==> src/hw/rtl/vat_pkg.sv <==
// vat_pkg: shared types and constants of the 2d vertex affine transform
`timescale 1ns / 1ps
`default_nettype none

package vat_pkg;

    localparam int COORD_BITS     = 16;
    localparam int COEF_FRAC_BITS = 12;
    localparam int COEF_BITS      = COEF_FRAC_BITS + 6;
    localparam int DIFF_BITS      = COORD_BITS + 1;
    localparam int PROD_BITS      = DIFF_BITS + COEF_BITS;
    localparam int SUM_BITS       = COORD_BITS + COEF_FRAC_BITS + 9;
    localparam int RND_BITS       = SUM_BITS + 1;
    localparam int QUO_BITS       = RND_BITS - COEF_FRAC_BITS;
    localparam int CFG_DATA_BITS  = (COORD_BITS > COEF_BITS) ? COORD_BITS : COEF_BITS;
    localparam int REG_IDX_BITS   = 3;
    localparam int IDX_BITS       = 2;

    // transform modes, code 3 acts as translate
    localparam logic [1:0] MODE_TRANSLATE = 2'd0;
    localparam logic [1:0] MODE_SCALE     = 2'd1;
    localparam logic [1:0] MODE_ROTATE    = 2'd2;

    // configuration register indexes
    localparam logic [REG_IDX_BITS-1:0] REG_MODE     = REG_IDX_BITS'(0);
    localparam logic [REG_IDX_BITS-1:0] REG_ANCHOR_X = REG_IDX_BITS'(1);
    localparam logic [REG_IDX_BITS-1:0] REG_ANCHOR_Y = REG_IDX_BITS'(2);
    localparam logic [REG_IDX_BITS-1:0] REG_COEF_A   = REG_IDX_BITS'(3);
    localparam logic [REG_IDX_BITS-1:0] REG_COEF_B   = REG_IDX_BITS'(4);

    // vertex counts per item, as last index
    localparam logic [IDX_BITS-1:0] LAST_SINGLE = IDX_BITS'(0);
    localparam logic [IDX_BITS-1:0] LAST_PAIR   = IDX_BITS'(1);
    localparam logic [IDX_BITS-1:0] LAST_QUAD   = IDX_BITS'(3);

    localparam logic signed [COEF_BITS-1:0] COEF_ONE = COEF_BITS'(64'd1 << COEF_FRAC_BITS);
    localparam logic [RND_BITS-1:0] RND_HALF = RND_BITS'(64'd1 << (COEF_FRAC_BITS - 1));
    localparam logic [QUO_BITS-1:0] Q_MAX_POS = QUO_BITS'((64'd1 << (COORD_BITS - 1)) - 64'd1);
    localparam logic [QUO_BITS-1:0] Q_MAX_NEG = QUO_BITS'(64'd1 << (COORD_BITS - 1));

    typedef struct packed {
        logic                         action;
        logic signed [COORD_BITS-1:0] first_x;
        logic signed [COORD_BITS-1:0] first_y;
        logic signed [COORD_BITS-1:0] second_x;
        logic signed [COORD_BITS-1:0] second_y;
    } item_t;

    typedef struct packed {
        logic signed [COORD_BITS-1:0] out_x;
        logic signed [COORD_BITS-1:0] out_y;
        logic                         last;
    } result_t;

    typedef struct packed {
        logic [1:0]                   mode;
        logic signed [COORD_BITS-1:0] anchor_x;
        logic signed [COORD_BITS-1:0] anchor_y;
        logic signed [COEF_BITS-1:0]  coef_a;
        logic signed [COEF_BITS-1:0]  coef_b;
    } cfg_t;

    typedef struct packed {
        logic signed [COORD_BITS-1:0] x;
        logic signed [COORD_BITS-1:0] y;
        logic                         last;
    } point_t;

endpackage

`default_nettype wire

==> src/hw/rtl/vat_cfg.sv <==
// vat_cfg: configuration register file
`timescale 1ns / 1ps
`default_nettype none

module vat_cfg
    import vat_pkg::*;
(
    input  wire logic                     clk,
    input  wire logic                     rst_n,
    input  wire logic                     cfg_valid,
    output logic                          cfg_ready,
    input  wire logic [REG_IDX_BITS-1:0]  cfg_index,
    input  wire logic [CFG_DATA_BITS-1:0] cfg_data,
    output cfg_t                          cfg
);

    cfg_t cfg_reg;
    cfg_t cfg_next;

    assign cfg_ready = 1'b1;
    assign cfg       = cfg_reg;

    always_comb
    begin
        cfg_next = cfg_reg;
        if (cfg_valid)
        begin
            unique case (cfg_index)
                REG_MODE:     cfg_next.mode     = cfg_data[1:0];
                REG_ANCHOR_X: cfg_next.anchor_x = cfg_data[COORD_BITS-1:0];
                REG_ANCHOR_Y: cfg_next.anchor_y = cfg_data[COORD_BITS-1:0];
                REG_COEF_A:   cfg_next.coef_a   = cfg_data[COEF_BITS-1:0];
                REG_COEF_B:   cfg_next.coef_b   = cfg_data[COEF_BITS-1:0];
                default:      cfg_next = cfg_reg;
            endcase
        end
    end

    always_ff @(posedge clk or negedge rst_n)
    begin
        if (!rst_n)
        begin
            cfg_reg.mode     <= MODE_TRANSLATE;
            cfg_reg.anchor_x <= '0;
            cfg_reg.anchor_y <= '0;
            cfg_reg.coef_a   <= COEF_ONE;
            cfg_reg.coef_b   <= COEF_ONE;
        end
        else
        begin
            cfg_reg <= cfg_next;
        end
    end

endmodule

`default_nettype wire

==> src/hw/rtl/vat_expand.sv <==
// vat_expand: item register and vertex sequencer, one vertex per cycle
`timescale 1ns / 1ps
`default_nettype none

module vat_expand
    import vat_pkg::*;
(
    input  wire logic       clk,
    input  wire logic       rst_n,
    input  wire logic       start,
    input  wire item_t      item,
    input  wire logic [1:0] mode,
    output logic            busy,
    output logic            pt_valid,
    output point_t          pt
);

    item_t                item_reg;
    logic                 full_reg;
    logic                 full_next;
    logic [IDX_BITS-1:0]  idx_reg;
    logic [IDX_BITS-1:0]  idx_next;
    logic [IDX_BITS-1:0]  last_idx_reg;
    logic [IDX_BITS-1:0]  last_idx_next;
    logic                 pt_valid_reg;
    point_t               pt_reg;
    point_t               pt_next;
    logic                 accept;
    logic signed [COORD_BITS-1:0] xl;
    logic signed [COORD_BITS-1:0] xh;
    logic signed [COORD_BITS-1:0] yl;
    logic signed [COORD_BITS-1:0] yh;

    // busy while the held item still has vertices after this cycle
    assign busy     = full_reg && (idx_reg != last_idx_reg);
    assign accept   = start && !busy;
    assign pt_valid = pt_valid_reg;
    assign pt       = pt_reg;

    always_comb
    begin
        if (!item.action)
            last_idx_next = LAST_SINGLE;
        else if (mode == MODE_ROTATE)
            last_idx_next = LAST_QUAD;
        else
            last_idx_next = LAST_PAIR;

        if (accept)
        begin
            full_next = 1'b1;
            idx_next  = '0;
        end
        else if (full_reg && !busy)
        begin
            full_next = 1'b0;
            idx_next  = idx_reg;
        end
        else
        begin
            full_next = full_reg;
            idx_next  = full_reg ? idx_reg + IDX_BITS'(1) : idx_reg;
        end
    end

    always_comb
    begin
        xl = (item_reg.first_x < item_reg.second_x) ? item_reg.first_x : item_reg.second_x;
        xh = (item_reg.first_x < item_reg.second_x) ? item_reg.second_x : item_reg.first_x;
        yl = (item_reg.first_y < item_reg.second_y) ? item_reg.first_y : item_reg.second_y;
        yh = (item_reg.first_y < item_reg.second_y) ? item_reg.second_y : item_reg.first_y;

        pt_next.last = (idx_reg == last_idx_reg);
        if (last_idx_reg == LAST_QUAD)
        begin
            // rotated rectangle walks the min/max corners
            unique case (idx_reg)
                IDX_BITS'(0): begin pt_next.x = xl; pt_next.y = yl; end
                IDX_BITS'(1): begin pt_next.x = xh; pt_next.y = yl; end
                IDX_BITS'(2): begin pt_next.x = xh; pt_next.y = yh; end
                default:      begin pt_next.x = xl; pt_next.y = yh; end
            endcase
        end
        else if (idx_reg == '0)
        begin
            pt_next.x = item_reg.first_x;
            pt_next.y = item_reg.first_y;
        end
        else
        begin
            pt_next.x = item_reg.second_x;
            pt_next.y = item_reg.second_y;
        end
    end

    always_ff @(posedge clk or negedge rst_n)
    begin
        if (!rst_n)
        begin
            full_reg     <= 1'b0;
            idx_reg      <= '0;
            last_idx_reg <= LAST_SINGLE;
            pt_valid_reg <= 1'b0;
        end
        else
        begin
            full_reg     <= full_next;
            idx_reg      <= idx_next;
            pt_valid_reg <= full_reg;
            if (accept)
                last_idx_reg <= last_idx_next;
        end
    end

    always_ff @(posedge clk)
    begin
        if (accept)
            item_reg <= item;
        pt_reg <= pt_next;
    end

`ifndef SYNTHESIS
    a_accept_loads: assert property (@(posedge clk) disable iff (!rst_n)
        start && !busy |=> full_reg && idx_reg == '0)
        else $error("accepted item not loaded at vertex zero");

    a_drain: assert property (@(posedge clk) disable iff (!rst_n)
        full_reg && !busy && !start |=> !full_reg && !busy)
        else $error("item register not freed after its last vertex");
`endif

endmodule

`default_nettype wire

==> src/hw/rtl/vat_datapath.sv <==
// vat_datapath: offset, multiply, sum, round and saturate pipeline
`timescale 1ns / 1ps
`default_nettype none

module vat_datapath
    import vat_pkg::*;
(
    input  wire logic   clk,
    input  wire logic   rst_n,
    input  wire cfg_t   cfg,
    input  wire logic   pt_valid,
    input  wire point_t pt,
    output logic        result_valid,
    output result_t     result
);

    logic signed [COORD_BITS-1:0] ax;
    logic signed [COORD_BITS-1:0] ay;
    logic                         translate;

    // stage a: offsets from the anchor, or the point itself when translating
    logic                        valid_a_reg;
    logic                        last_a_reg;
    logic signed [DIFF_BITS-1:0] dx_reg;
    logic signed [DIFF_BITS-1:0] dy_reg;
    logic signed [DIFF_BITS-1:0] dx_next;
    logic signed [DIFF_BITS-1:0] dy_next;

    // stage b: products
    logic                        valid_b_reg;
    logic                        last_b_reg;
    logic signed [COEF_BITS-1:0] k0;
    logic signed [COEF_BITS-1:0] k1;
    logic signed [COEF_BITS-1:0] k2;
    logic signed [COEF_BITS-1:0] k3;
    logic signed [PROD_BITS-1:0] m0_reg;
    logic signed [PROD_BITS-1:0] m1_reg;
    logic signed [PROD_BITS-1:0] m2_reg;
    logic signed [PROD_BITS-1:0] m3_reg;

    // stage c: exact sums
    logic                       valid_c_reg;
    logic                       last_c_reg;
    logic signed [SUM_BITS-1:0] sum_x_reg;
    logic signed [SUM_BITS-1:0] sum_y_reg;
    logic signed [SUM_BITS-1:0] sum_x_next;
    logic signed [SUM_BITS-1:0] sum_y_next;

    // stage d: sign and rounded magnitude
    logic                valid_d_reg;
    logic                last_d_reg;
    logic                neg_x_reg;
    logic                neg_y_reg;
    logic [RND_BITS-1:0] mag_x_reg;
    logic [RND_BITS-1:0] mag_y_reg;
    logic [RND_BITS-1:0] mag_x_next;
    logic [RND_BITS-1:0] mag_y_next;

    // stage e: result register
    logic    valid_e_reg;
    result_t res_reg;
    result_t res_next;

    function automatic logic [COORD_BITS-1:0] sat_coord(
        input logic                neg,
        input logic [QUO_BITS-1:0] q
    );
        logic [COORD_BITS-1:0] r;
        if (!neg)
            r = (q > Q_MAX_POS) ? COORD_BITS'(Q_MAX_POS) : q[COORD_BITS-1:0];
        else
            r = (q > Q_MAX_NEG) ? COORD_BITS'(Q_MAX_NEG)
                                : COORD_BITS'(QUO_BITS'(0) - q);
        return r;
    endfunction

    assign ax        = cfg.anchor_x;
    assign ay        = cfg.anchor_y;
    assign translate = (cfg.mode != MODE_SCALE) && (cfg.mode != MODE_ROTATE);

    always_comb
    begin
        // translate feeds the point itself through a unit coefficient
        dx_next = DIFF_BITS'(pt.x) - (translate ? DIFF_BITS'(0) : DIFF_BITS'(ax));
        dy_next = DIFF_BITS'(pt.y) - (translate ? DIFF_BITS'(0) : DIFF_BITS'(ay));

        if (cfg.mode == MODE_ROTATE)
        begin
            k0 = cfg.coef_a;
            k1 = cfg.coef_b;
            k2 = cfg.coef_b;
            k3 = cfg.coef_a;
        end
        else if (cfg.mode == MODE_SCALE)
        begin
            k0 = cfg.coef_a;
            k1 = '0;
            k2 = '0;
            k3 = cfg.coef_b;
        end
        else
        begin
            k0 = COEF_ONE;
            k1 = '0;
            k2 = '0;
            k3 = COEF_ONE;
        end

        sum_x_next = (SUM_BITS'(ax) <<< COEF_FRAC_BITS) + SUM_BITS'(m0_reg) - SUM_BITS'(m1_reg);
        sum_y_next = (SUM_BITS'(ay) <<< COEF_FRAC_BITS) + SUM_BITS'(m2_reg) + SUM_BITS'(m3_reg);

        // magnitude plus half in one add: ones complement plus sign
        mag_x_next = RND_BITS'(sum_x_reg ^ {SUM_BITS{sum_x_reg[SUM_BITS-1]}})
                   + RND_BITS'(sum_x_reg[SUM_BITS-1]) + RND_HALF;
        mag_y_next = RND_BITS'(sum_y_reg ^ {SUM_BITS{sum_y_reg[SUM_BITS-1]}})
                   + RND_BITS'(sum_y_reg[SUM_BITS-1]) + RND_HALF;

        res_next.out_x = sat_coord(neg_x_reg, mag_x_reg[RND_BITS-1:COEF_FRAC_BITS]);
        res_next.out_y = sat_coord(neg_y_reg, mag_y_reg[RND_BITS-1:COEF_FRAC_BITS]);
        res_next.last  = last_d_reg;
    end

    always_ff @(posedge clk or negedge rst_n)
    begin
        if (!rst_n)
        begin
            valid_a_reg <= 1'b0;
            valid_b_reg <= 1'b0;
            valid_c_reg <= 1'b0;
            valid_d_reg <= 1'b0;
            valid_e_reg <= 1'b0;
        end
        else
        begin
            valid_a_reg <= pt_valid;
            valid_b_reg <= valid_a_reg;
            valid_c_reg <= valid_b_reg;
            valid_d_reg <= valid_c_reg;
            valid_e_reg <= valid_d_reg;
        end
    end

    always_ff @(posedge clk)
    begin
        last_a_reg <= pt.last;
        dx_reg     <= dx_next;
        dy_reg     <= dy_next;

        last_b_reg <= last_a_reg;
        m0_reg     <= PROD_BITS'(dx_reg) * PROD_BITS'(k0);
        m1_reg     <= PROD_BITS'(dy_reg) * PROD_BITS'(k1);
        m2_reg     <= PROD_BITS'(dx_reg) * PROD_BITS'(k2);
        m3_reg     <= PROD_BITS'(dy_reg) * PROD_BITS'(k3);

        last_c_reg <= last_b_reg;
        sum_x_reg  <= sum_x_next;
        sum_y_reg  <= sum_y_next;

        last_d_reg <= last_c_reg;
        neg_x_reg  <= sum_x_reg[SUM_BITS-1];
        neg_y_reg  <= sum_y_reg[SUM_BITS-1];
        mag_x_reg  <= mag_x_next;
        mag_y_reg  <= mag_y_next;

        res_reg    <= res_next;
    end

    assign result_valid = valid_e_reg;
    assign result       = res_reg;

`ifndef SYNTHESIS
    a_round_sign: assert property (@(posedge clk) disable iff (!rst_n)
        valid_d_reg && !neg_x_reg |=> !result.out_x[COORD_BITS-1])
        else $error("non-negative x sum gave a negative coordinate");
`endif

endmodule

`default_nettype wire

==> src/hw/rtl/vertex_affine_transform_2d.sv <==
// vertex_affine_transform_2d: top level of the 2d vertex affine transform
// a result passes the item register, the point register and datapath stages a to e
// throughput: one vertex per cycle; a single vertex item every cycle, a rectangle
//   holds busy high until its last corner (two corners, or four corners in rotate)
// the vertex sequencer sets the rate; results leave one per cycle with no stall
// reset clears all valid bits and loads mode translate, anchor 0, coefficients 1.0
`timescale 1ns / 1ps
`default_nettype none

module vertex_affine_transform_2d
    import vat_pkg::*;
(
    input  wire logic                     clk,
    input  wire logic                     rst_n,
    input  wire logic                     start,
    output logic                          busy,
    input  wire item_t                    item,
    output logic                          result_valid,
    output result_t                       result,
    input  wire logic                     cfg_valid,
    output logic                          cfg_ready,
    input  wire logic [REG_IDX_BITS-1:0]  cfg_index,
    input  wire logic [CFG_DATA_BITS-1:0] cfg_data
);

    cfg_t   cfg;
    logic   pt_valid;
    point_t pt;

    vat_cfg u_cfg (
        .clk       (clk),
        .rst_n     (rst_n),
        .cfg_valid (cfg_valid),
        .cfg_ready (cfg_ready),
        .cfg_index (cfg_index),
        .cfg_data  (cfg_data),
        .cfg       (cfg)
    );

    vat_expand u_expand (
        .clk      (clk),
        .rst_n    (rst_n),
        .start    (start),
        .item     (item),
        .mode     (cfg.mode),
        .busy     (busy),
        .pt_valid (pt_valid),
        .pt       (pt)
    );

    vat_datapath u_datapath (
        .clk          (clk),
        .rst_n        (rst_n),
        .cfg          (cfg),
        .pt_valid     (pt_valid),
        .pt           (pt),
        .result_valid (result_valid),
        .result       (result)
    );

`ifndef SYNTHESIS
    // vertices of one item leave back to back
    a_burst: assert property (@(posedge clk) disable iff (!rst_n)
        result_valid && !result.last |=> result_valid)
        else $error("gap inside the results of one item");

    a_busy_cause: assert property (@(posedge clk) disable iff (!rst_n)
        $rose(busy) |-> $past(start && item.action))
        else $error("busy rose without a rectangle item");
`endif

endmodule

`default_nettype wire
==> config.mk <==
export PLATFORM = sky130hd
export DESIGN_NAME = vertex_affine_transform_2d
export DESIGN_NICKNAME = d
export VERILOG_FILES = /design/src/hw/rtl/vat_pkg.sv /design/src/hw/rtl/vat_cfg.sv /design/src/hw/rtl/vat_expand.sv /design/src/hw/rtl/vat_datapath.sv /design/src/hw/rtl/vertex_affine_transform_2d.sv
export SDC_FILE = /design/constraint.sdc
export NUM_CORES = 2
export LEC_CHECK = 0
export BUFFER_PORTS_ARGS = -buffer_cell sky130_fd_sc_hd__clkbuf_2
export CAP_MARGIN = 20
export CORE_MARGIN = 4
export CORE_UTILIZATION = 55
export CTS_CLUSTER_SIZE = 24
export DETAILED_ROUTE_END_ITERATION = 16
export MAX_ROUTING_LAYER = met4
export PLACE_DENSITY_LB_ADDON = 0.1
export SLEW_MARGIN = 20
export SYNTH_ARGS = -nofsm -noshare
export SYNTH_HDL_FRONTEND = slang
export SYNTH_HIERARCHICAL = 1
export SYNTH_SLANG_ARGS = --single-unit
==> constraint.sdc <==
create_clock -name clk -period 8.86 [get_ports clk]
set_clock_uncertainty 0.2 [all_clocks]
set_input_delay 0 -clock clk [delete_from_list [all_inputs] [get_ports clk]]
set_output_delay 0 -clock clk [all_outputs]
set_load 0.005 [all_outputs]
# Yosys cells after proc, flatten, opt, wreduce, memory -nomap -nowiden
# Index checks and enable logic that the tools add are counted.
[word_totals]
input_bits = 90
latchBits = 0
romBits = 0
out_inout_bits = 36
wordCells = 121
ram_bits = 0
n_memories = 0
reg_bits = 541
[classes]
n_lt_le_gt_ge = 6
n_eq_ne = 14
mul = 4
reduce_logical = 15
addsub = 13
mux = 27
bitwise_logic = 2
div_mod_pow = 0
n_shift = 0
[op_table]
columns = ["op", "count"]
rows = [
  ["two-way mux 16 bit", 10],
  ["multiplier 17 x 18 -> 35 bit", 4],
  ["case mux 32 bit (3 select lines)", 1],
  ["two-way mux 18 bit", 5],
  ["adder 38 x 1 -> 38 bit", 2],
  ["adder 38 x 12 -> 38 bit (second input constant)", 2],
  ["XOR 37 bit", 2],
  ["adder 28 x 35 -> 36 bit", 2],
  ["two-way mux 32 bit", 2],
  ["greater-than comparator 26 x 15 -> 1 bit (second input constant)", 2],
  ["greater-than comparator 26 x 16 -> 1 bit (second input constant)", 2],
  ["adder 36 x 35 -> 37 bit", 1],
  ["subtractor 36 x 35 -> 37 bit", 1],
  ["two-way mux 17 bit", 2],
  ["subtractor 16 x 17 -> 17 bit", 2],
  ["< comparator 16 bit", 2],
  ["subtractor 1 x 16 -> 16 bit (first input constant)", 2],
  ["AND reduction 2 bit", 6],
  ["two-way mux 2 bit", 5],
  ["== test 2 bit (second input constant)", 3],
  ["== test 3 x 2 -> 1 bit (second input constant)", 2],
  ["== test 2 x 1 -> 1 bit (second input constant)", 2],
  ["logical AND 1 bit", 4],
  ["!= test 2 x 1 -> 1 bit (second input constant)", 2],
  ["other kinds (11)", 13],
]

# Depth between registers and ports, before layout
[depth]
word_depth = 6
ltp_mapped = 31
ltp_nobuf = 28

# Modules after synthesis
# Netlist, hierarchy kept.
[by_module_without_submodules]
columns = ["mod", "seq_area_each_um2", "area_each_um2", "cells_each", "instances"]
rows = [
  ["vat_datapath", 6871.6, 62169.6, 6801, 1],
  ["vat_expand", 2732.6, 5676.7, 516, 1],
  ["vat_cfg", 1754.2, 2817.7, 154, 1],
]

# Worst setup path after synthesis
# OpenSTA, ideal clock, no wires.
[synth_timing]
path_kind = "reg-to-reg"
from = "reg, netlist name u_cfg/cfg[68]"
to = "reg u_datapath.m0_reg[28]"
path_stages_with_launch = 28
setup_time_ns = 0.072
arrival_time_ns = 7.124
n_path_buf = 3
path_slack_ns = 1.464
period_less_slack_ns = 7.396
required_ns = 8.588
path_cell_list = "dfrtp_1 inv_1 ha_1 clkbuf_1 or2_2 clkbuf_1 and2_1 clkbuf_1 nand2_1 fa_1 fa_1 fa_1 fa_1 inv_1 fa_1 inv_1 fa_1 inv_1 ha_1 a21oi_1 a31o_2 a21oi_1 a2111oi_2 a31oi_1 a31o_2 or2_2 a31oi_1 xnor2_1"
[synth_between]
elab_chain_len = 4
word_cells_on_any_way = 5
classes_between = "mul (1); eq/ne (2); mux (2)"
[synth_lines]
columns = ["element", "line", "text"]
rows = [
  ["== test 2 x 1 -> 1 bit", "vat_datapath.sv:94", "else if (cfg.mode == MODE_SCALE)"],
  ["two-way mux 18 bit", "vat_datapath.sv:94", ""],
  ["two-way mux 18 bit (*)", "vat_datapath.sv:87", "if (cfg.mode == MODE_ROTATE)"],
  ["multiplier 17 x 18 -> 35 bit (*)", "vat_datapath.sv:150", "m0_reg <= PROD_BITS'(dx_reg) * PROD_BITS'(k0);"],
  ["end signal: assignment", "vat_datapath.sv:150", ""],
  ["end: declaration", "vat_datapath.sv:36", "logic signed [PROD_BITS-1:0] m0_reg;"],
]
# Mark *: on every way between the ends. The rest lies on a longest branch, timed or not.
# A chain may end at the register's enable or synchronous reset.

# Worst setup path after layout
[layout_timing]
from = "reg, netlist name u_cfg/cfg[68]"
to = "reg u_datapath.m3_reg[32]"
[layout_between]
elab_chain_len = 4
word_cells_on_any_way = 5
classes_between = "mul (1); eq/ne (2); mux (2)"
[layout_lines]
columns = ["element", "line", "text"]
rows = [
  ["== test 2 x 1 -> 1 bit", "vat_datapath.sv:94", ""],
  ["two-way mux 18 bit", "vat_datapath.sv:94", ""],
  ["two-way mux 18 bit (*)", "vat_datapath.sv:87", ""],
  ["multiplier 17 x 18 -> 35 bit (*)", "vat_datapath.sv:153", "m3_reg <= PROD_BITS'(dy_reg) * PROD_BITS'(k3);"],
  ["end signal: assignment", "vat_datapath.sv:153", ""],
  ["end: declaration", "vat_datapath.sv:39", "logic signed [PROD_BITS-1:0] m3_reg;"],
]
# Marks and branches as above.

==> reports/qor_table.md <==
| Stage | Metric | This run |
|:---|:---|:---|
| run status | Status | complete, no violations |
| grt | Congestion Overflow GR | 0 |
| routing | Number of DRC markers in iteration 0 | 4191 |
| sta | Time the worst path needs with I/O delays and setup | 8410 ps |
| run | Max-cap violations | 0 |
| yosys | Synth Register Bits | 515 |
| floorplan | Standard cell core area | 128000 um2 |
| finish | Layout overhead on the synthesized area | 8.68% |
| grt | Number of global-route vias before repair | 54700 |
| critical path | Most common cell on crit path | fa_1 |
| placement | Final HPWL DP | 157 mm |
| routing | Number of vias per cell | 5.63 |
| sta | Final hold violation count | 0 |
| placement | Post-Place Setup Slack | 268 ps |
| grt | All-Layer GR Usage | 0.308 |
| routing | Post-route DRC violation count | 0 |
| finish | Final nets | 9506 |
| routing | Total number of vias | 52500 |
| critical path | Reg2Reg Depth | 27 |
| finish | Post-route insts no fill | 9331 |
| yosys | Number of enable flip-flop cells after synthesis | 64 |
| yosys | Netlist area before placement | 70700 um2 |
| yosys | Most area-hungry cell type in the Yosys netlist | fa_1 |
| placement | Weighted congestion reported at the end of routability-driven placement | 0.963 |
| yosys | Async set-or-reset flop fraction in the synthesized netlist | 0.157 |
| critical path | Critical Path Sink Type | register |
| sta | Worst rel slew slack | 0.202 |
| grt | Maximum number of pins on one net before global-route repair | 80 |
| sta | Count of final max-slew check failures | 0 |
| critical path | Worst EP arrival | 8720 ps |
| placement | Placed cell areas | 73100 um2 |
| sta | Final worst path period share | 0.949 |
| floorplan | Starting density of the core | 0.554 |
| hold path | Hold WC Path Type | in2reg |
| yosys | Post-synth net total | 9368 |
| sta | Number of failing setup endpoints in the final timing report | 0 |
| finish | Filler cell count | 11000 |
| sta | Highest clock rate | 119 MHz |
| critical path | Nature of the critical path startpoint | register |
| clock tree | Clock transition at the registers of the reported paths | 70 ps |
| yosys | Largest cells by area after synthesis | fa_1 37%, dfxtp_1 10%, ha_1 9.1% |
| clock tree | H-Tree Depth | 2 |
| critical path | Setup Crit Path Kind | reg2reg |
| routing | Number of nets still failing antenna checks after routing | 0 |
| finish | Sequential cell area | 11400 um2 |
| yosys | Most common flop cell mapped by yosys | dfxtp_1 |
| critical path | Required time of the worst setup path | 9170 ps |
| critical path | Biggest cell delay along the critical path | 530 ps |
| floorplan | Row count | 131 |
| yosys | Ranking of synthesized cells by instance count | 1504 x inv_1, 1294 x fa_1, 825 x nand2_1, 513 x ha_1, 439 x and3_1 |
| clock tree | Clock tree from TritonCTS | yes |
| sta | Setup repair after global routing missed its margin | false |
| finish | Final standard cell area without fillers | 76800 um2 |
| yosys | Sequential-to-total area share from yosys stat | 0.161 |
| floorplan | Die W | 366 um |
| sta | Final WS setup | 450 ps |
| yosys | Leading cell type by number of instances after synthesis | inv_1 |
| finish | Layout cells sized above 1 | 0.0700 |
| clock tree | Latest clock arrival within the worst-skew pair | 680 ps |
| clock tree | Number of sinks driven by the clock tree | 515 |
| finish | Multi-input gate area in the final layout | 52300 um2 |
| floorplan | Die height | 366 um |
| clock tree | Clock buffers created by TritonCTS | 58 |
| yosys | Cells after synthesis | 7471 |
| sta | Pin slew with the least headroom to its limit | 1200 ps |
| hold path | Hold Path Depth | 3 |
| finish | Max reg flops | 70 |
| routing | Total Routed Length | 197 mm |
| placement | Post-Place Cells | 9055 |
| yosys | Number of distinct library cell variants in the gate-level netlist after synthesis | 94 |
| routing | DRT Pass-1 Iters | 6 |
| yosys | YS warnings | 6 |
| routing | DR WL/cell | 21.2 um |
| grt | Wire length of the first global-routing pass | 314 mm |
| floorplan | Floorplan die area | 134000 um2 |
| grt | Initial antenna violation count | 13 |
| critical path | CP max-delay cell | fa_1 |
| sta | Total negative slack for setup checks | 0 ps |
| floorplan | Top-level I/O count | 126 |
| yosys | Mean cell area of the mapped netlist | 9.46 um2 |
| yosys | Post-synth top area share | 0.367 |
| critical path | Largest fanout on the critical path | 27 |
| placement | Port Buffer Count | 124 |
| clock tree | Clock tree root driver cell | clkbuf_16 |
| clock tree | Deepest clock path buffer count | 3 |
-- timing repair --
action,CTS,global route
hold endpoints to repair,220,0
hold buffers,156,0
endpoints found under the setup margin,0,4
gates resized for setup,0,6
buffers inserted,0,0
-- stage by stage --
stage | hold WS (ps) | utilization
6_report | 67.7 | 0.602
5_1_grt | 49.5 | 0.602
4_1_cts | 11.9 | 0.602
3_5_place_dp | -352 | 0.573
3_3_place_gp | -355 | 0.573
2_1_floorplan | -496 | -
-- layout by cell type (no fill, tap or decap), types with 27 or more instances in the layout --
cell type	count
a21o_1	75
nand3_1	77
dlygate4sd3_1	156
or3_1	27
clkbuf_2	123
mux2_2	42
a211oi_1	35
nor2b_1	35
and2_1	188
xnor2_1	229
nor3_1	57
dfrtp_1	79
inv_1	1503
buf_4	146
nor2_1	206
clkbuf_16	59
mux2_4	31
fa_1	1294
dfxtp_1	357
a21oi_1	191
nand2b_1	79
xor2_1	55
and3_1	439
o311ai_0	27
o21ai_0	139
ha_1	512
o21a_1	38
edfxtp_1	64
a22oi_1	39
nand2_1	825
mux2i_1	62
-- critical path: cells and delay by family, from the launching register on --
kind                       cells  cell delay (ps)
AOI/OAI and AO/OA              7             2190
adders and majority gates      8             3540
buffers and inverters          8             1050
DFF                            1              420
and+or+nand+nor                4              860
-- worst paths after layout --
kind                                 from                    end  slack (ps)
min in group asynchronous           rst_n          u_cfg/cfg[60]         440
max in group asynchronous           rst_n           u_cfg/cfg[3]        7350
max reg2reg                 u_cfg/cfg[68]  u_datapath/m3_reg[32]         450
min                          cfg_data[16]          u_cfg/cfg[16]          70
max                         u_cfg/cfg[68]  u_datapath/m3_reg[32]         450
min reg2reg                u_expand/pt[0]  u_datapath/last_a_reg         130
-- layer usage --
layer | wire length (um) | track usage | vias to the layer above
met2 | 88200 | 0.466 | 1977
met4 | 7110 | 0.0916 | 0
met5 | 0 | - | -
li1 | - | - | 23700
met1 | 84400 | 0.420 | 26500
met3 | 17700 | 0.0672 | 367
-- area by class of cell --
class	count	share of cell area
Clock buffer	69	0.0201
Multi-Input combinational cell	5103	0.681
Inverter	1505	0.0736
Antenna cell	11	0.000358
Clock inverter	40	0.00745
Tap cell	1662	0.0271
Timing Repair Buffer	426	0.0428
Sequential cell	515	0.148
-- cells by family (layout without fill, tap and decap cells) --
| kind of cell | Yosys count | in the layout | share of synthesized area |
|---|---|---|---|
| compound gates | 790 | 790 | 0.0747 |
| xor+xnor | 285 | 285 | 0.0356 |
| fa+ha+maj | 1807 | 1807 | 0.457 |
| buf+inv | 1853 | 2040 | 0.100 |
| flops | 515 | 515 | 0.161 |
| mux | 135 | 135 | 0.0221 |
| other cells | 1 | 12 | 0.0000531 |
| simple gates | 2085 | 2085 | 0.149 |
Power is left out: the tool's default activity adds up to more than one toggle a clock period on the data nets, which glitch-free logic cannot reach.
